`src/hw/rtl/swpr_pkg.sv`:
```
// shared constants for the stereo width, pan and rotate mixer
package swpr_pkg;

  localparam int SAMPLE_BITS_DEF = 24;
  localparam int GUARD_BITS_DEF  = 4;

  localparam int GAIN_W   = 24;
  localparam int POS_W    = 18;
  localparam int COS_W    = 17;
  localparam int GAIN_FRAC = 20;
  localparam int POS_FRAC  = 16;
  localparam int POS_ONE   = 65536;

  localparam int ADDR_W = 5;
  localparam int DATA_W = 32;

  typedef enum logic [2:0] {
    REG_MID1  = 3'd0,
    REG_SIDE1 = 3'd1,
    REG_PAN1  = 3'd2,
    REG_COS   = 3'd3,
    REG_SIN   = 3'd4,
    REG_PAN2  = 3'd5,
    REG_MID2  = 3'd6,
    REG_SIDE2 = 3'd7
  } reg_index_t;

  localparam logic [GAIN_W-1:0] MID_GAIN_RST  = 24'd524288;
  localparam logic [GAIN_W-1:0] SIDE_GAIN_RST = 24'd1048576;
  localparam logic [POS_W-1:0]  PAN_RST       = 18'd0;
  localparam logic [COS_W-1:0]  COS_RST       = 17'd65536;
  localparam logic [POS_W-1:0]  SIN_RST       = 18'd0;

endpackage

```
`src/hw/rtl/swpr_pan.sv`:
```
// pan stage: per-channel gain from the position, multiply, floor and saturate
module swpr_pan #(
  parameter int W = swpr_pkg::SAMPLE_BITS_DEF + swpr_pkg::GUARD_BITS_DEF
) (
  input  logic                         clk,
  input  logic                         rst,
  input  logic                         in_valid,
  output logic                         in_ready,
  input  logic signed [W-1:0]          a_in,
  input  logic signed [W-1:0]          b_in,
  input  logic                         clip_in,
  input  logic [swpr_pkg::POS_W-1:0]   position,
  output logic                         out_valid,
  input  logic                         out_ready,
  output logic signed [W-1:0]          a_out,
  output logic signed [W-1:0]          b_out,
  output logic                         clip_out
);

  localparam int PN  = swpr_pkg::POS_W;
  localparam int PW  = W + PN;
  localparam int EXT = W + 2;

  function automatic logic [W:0] sat_ext(input logic signed [EXT-1:0] x);
    logic hi_ones;
    logic hi_zeros;
    hi_ones  = &x[EXT-1:W-1];
    hi_zeros = ~|x[EXT-1:W-1];
    if (hi_ones || hi_zeros) begin
      sat_ext = {1'b0, x[W-1:0]};
    end else begin
      sat_ext = {1'b1, x[EXT-1], {(W-1){~x[EXT-1]}}};
    end
  endfunction

  logic v1, v2;
  logic ready1, ready2;

  assign ready2   = !v2 || out_ready;
  assign ready1   = !v1 || ready2;
  assign in_ready = ready1;

  // left gain is one minus the positive part, right gain one plus the negative part
  logic signed [PN:0]   p_ext, gl_w, gr_w;
  logic signed [PN-1:0] gain_l, gain_r;

  always_comb begin
    p_ext  = {position[PN-1], position};
    gl_w   = (PN+1)'(swpr_pkg::POS_ONE) - (position[PN-1] ? '0 : p_ext);
    gr_w   = (PN+1)'(swpr_pkg::POS_ONE) + (position[PN-1] ? p_ext : '0);
    gain_l = gl_w[PN-1:0];
    gain_r = gr_w[PN-1:0];
  end

  logic signed [PW-1:0]  prod_l, prod_r;
  logic signed [EXT-1:0] s1_l, s1_r;
  logic                  s1_clip;
  logic [W:0]            l_sat, r_sat;

  always_comb begin
    prod_l = a_in * gain_l;
    prod_r = b_in * gain_r;
    l_sat  = sat_ext(s1_l);
    r_sat  = sat_ext(s1_r);
  end

  always_ff @(posedge clk) begin
    if (rst) begin
      v1 <= 1'b0;
      v2 <= 1'b0;
    end else begin
      if (ready1) v1 <= in_valid;
      if (ready2) v2 <= v1;
    end
  end

  always_ff @(posedge clk) begin
    if (ready1 && in_valid) begin
      s1_l    <= EXT'(prod_l >>> swpr_pkg::POS_FRAC);
      s1_r    <= EXT'(prod_r >>> swpr_pkg::POS_FRAC);
      s1_clip <= clip_in;
    end
    if (ready2 && v1) begin
      a_out    <= l_sat[W-1:0];
      b_out    <= r_sat[W-1:0];
      clip_out <= s1_clip | l_sat[W] | r_sat[W];
    end
  end

  assign out_valid = v2;

endmodule

```
`config.mk`:
```
export PLATFORM = sky130hd
export DESIGN_NAME = swpr_pan
export DESIGN_NICKNAME = d
export VERILOG_FILES = /design/src/hw/rtl/swpr_pkg.sv /design/src/hw/rtl/swpr_pan.sv
export SDC_FILE = /design/constraint.sdc
export NUM_CORES = 2
export LEC_CHECK = 0
export BUFFER_PORTS_ARGS = -buffer_cell sky130_fd_sc_hd__buf_2
export CORE_ASPECT_RATIO = 1.25
export CORE_MARGIN = 2
export CORE_UTILIZATION = 30
export CTS_CLUSTER_SIZE = 30
export DETAILED_ROUTE_END_ITERATION = 8
export PLACE_DENSITY = 0.55
export SYNTH_ARGS = -nofsm -noshare
export SYNTH_HDL_FRONTEND = slang
export SYNTH_SLANG_ARGS = --single-unit
```
`constraint.sdc`:
```
create_clock -name clk -period 15.5 [get_ports clk]
set_clock_uncertainty 0.05 [all_clocks]
set_input_delay 2.325 -clock clk [delete_from_list [all_inputs] [get_ports clk]]
set_output_delay 2.325 -clock clk [all_outputs]
set_load 0.01 [all_outputs]
```
==> flow_summary_export.csv <==
group,metric,value,unit
clock_network,cts_hold_buf,0,
grt,grt_overflow_total,0,
synthesis,ys.flop_type,"edfxtp_1",
sta,tns,0,ns
clock_network,clk_latency,0.46,ns
setup_path,cp_slowest_stage_delay,1.03,ns
routing,routed_wl,107000,um
place,gp_congestion,0.843,
sta,slew_violations,0,
synthesis,synth_top_family_by_area,"adder cells",
synthesis,synth_edf_count,118,
routing,first_pass_iters,5,
setup_path,timing.reg2reg.setup_slack,13.42,ns
synthesis,synth_nets,5415,
setup_path,criticalPathCategory,"input pin to flip-flop",
hold_path,hp-class,"flip-flop to flip-flop",
final_layout,final_cell_mix,"inv_1, fa_1, nand2_1, ha_1, and3_1",
place,io_buffers,137,
routing,vias_per_cell,4.70,
sta,relSlewSlack,14.7,%
synthesis,synth_xor_area_share,1.93,%
routing,dr.first_iter.drc_count,1539,
synthesis,synth_mux_area_share,0.0260,%
synthesis,synth_compound_area_share,3.43,%
clock_network,htree_levels,4,
floorplan,start_util,30.1,%
floorplan,die_x,325,um
routing,routedWlPerCell,18.4,um
setup_path,startpoint_type,"input pin",
clock_network,cts_buffers,17,
setup_path,crit_required,15.66,ns
setup_path,crit_path_end_kind,"flip-flop",
sta,max_freq,91.4,MHz
final_layout,final_nets,5381,
job,cap_violations,0,
grt,grt_pass1_wl,173000,um
outcome,status,"finished clean",
synthesis,ys_types,65,
clock_network,cts_root_buf,"clkbuf_16",
synthesis,synth_fa_ha_area_share,57.7,%
sta,layout_min_cycle_time,10.94,ns
setup_path,slowest_stage,"o21a_1",
clock_network,cts_setup_buffers,0,
clock_network,cts-resized-gates,0,
floorplan,die_area,131000,um^2
sta,period_share,70.6,%
clock_network,cts.sinks,120,
synthesis,async_flop_share,0,%
setup_path,crit_top_cell,"fa_1",
sta,hold_viol_final,0,
setup_path,cp.arrival,11.10,ns
floorplan,io_pins,138,
place,hpwlAfterDp,83100,um
synthesis,synth.avg_cell_area,9.31,um^2
floorplan,rows,147,
grt,grt_pass1_vias,30800,
final_layout,final_layout_size_suffix_gt1_share,6.07,%
grt,grt_antenna_before_repair,7,
setup_path,cp_max_fo,57,
routing,num_vias,27500,
synthesis,synthCells,4143,
routing,antenna_left,0,
clock_network,cts_tree,"built",
floorplan,core-area,128000,um^2
synthesis,synth-simple-area-share,15.1,%
grt,grtUsageTotal,17.0,%
routing,drc,0,
synthesis,ys_seq_elements,120,
synthesis,syn_area,38600,um^2
final_layout,layout_commonest_cell,"inv_1",
clock_network,cts_buffer_depth,2,
sta,rsz0062_at_grt,"false",
final_layout,area_growth,7.74,%
floorplan,fp.dieH,405,um
grt,grt_max_degree,119,
synthesis,yosysWarningCount,0,
clock_network,clkSlewWorstSetupHoldPaths,0.07,ns
sta,tightest_slew,1.28,ns
synthesis,seq_area_frac_synth,9.30,%
sta,finalSetupViolCount,0,
## through the flow
stage | cell area [um^2] | setup WS [ns] | util, % | hold WS, ns | std cells
after CTS | 41500 | 4.60 | 32.4 | 0.452 | 5835
after detailed placement | 40900 | 4.11 | 32.0 | 0.438 | 5803
after global routing | 41500 | 4.09 | 32.4 | 0.456 | 5836
after global placement | 40900 | 4.31 | 32.0 | 0.438 | 5803
final | 41500 | 4.56 | 32.4 | 0.450 | 5839
after floorplan | 38600 | 5.00 | - | 0.428 | 4143
## routing by layer
metal,share of wire [%],wire length (um),global-route usage [%]
met5,0.010,11,0
met4,3.6,3820,5.70
met3,4.7,5030,1.39
met2,53,57200,32.0
met1,38,41100,20.3
## state kept, by name, summed over array words and instances (netlist names)
register   flops
a_out         28
b_out         28
clip_out       1
out_valid      1
s1_clip        1
s1_l          30
s1_r          30
v1             1
## synthesized netlist by cell type, drive strengths merged, types with 4 or more instances
cell    count  share of area [%]
a211oi      8               0.17
a21o       31               0.60
a21oi      59               0.85
a31oi       5              0.097
and2      125                2.0
and3      147                2.4
and4        6               0.14
buf        39               0.38
clkbuf    184                1.8
edfxtp    118                9.2
fa        976                 51
ha        217                7.0
inv      1058                 10
nand2     806                7.8
nand2b     10               0.16
nand3      14               0.18
nand4      10               0.16
nor2       65               0.63
nor2b      35               0.57
nor3       18               0.25
nor4        5              0.081
o211ai      7               0.20
o21a        6               0.12
o21ai      27               0.36
o21bai     11               0.21
o311ai      4              0.091
o31ai       4               0.13
or2         7               0.11
or3        26               0.42
xnor2      58                1.3
xor2       27               0.61
## final cells by class
class,instances,area [um^2]
fillers,13500,86500
multi-input cells,2741,30300
inverters,1059,3980
flip-flops and latches,120,3580
well taps,1713,2140
repair buffers,170,936
clock buffers,17,425
clock inverters,15,178
diodes,4,10.0
## worst max-delay path: cells and delay by family
kind / cells / cell delay [ns]
and+or+nand+nor: 2 / 0.29
xor gates and xnor gates: 1 / 0.15
adders and majority gates: 8 / 3.56
buffers and inverters: 6 / 0.93
AOI/OAI and AO/OA: 12 / 3.78
## final timing paths
check	from	to	cells after the start
min reg2reg	s1_l[29]$_DFFE_PP_	a_out[27]$_DFFE_PP_	0
max	position[17]	s1_l[16]$_DFFE_PP_	29
min	s1_l[29]$_DFFE_PP_	a_out[27]$_DFFE_PP_	0
max reg2reg	s1_r[27]$_DFFE_PP_	b_out[2]$_DFFE_PP_	4
## logic make-up after synthesis
group / after synthesis
AND/OR/NAND/NOR: 1280
multiplexers: 1
flip-flops: 120
adder cells (fa/ha/maj): 1193
AO/OA/AOI/OAI: 182
XOR/XNOR: 85
buffers and inverters: 1282
Power is not shown: default switching activity piles up to over one toggle a cycle in this logic, so the estimate is an artifact.
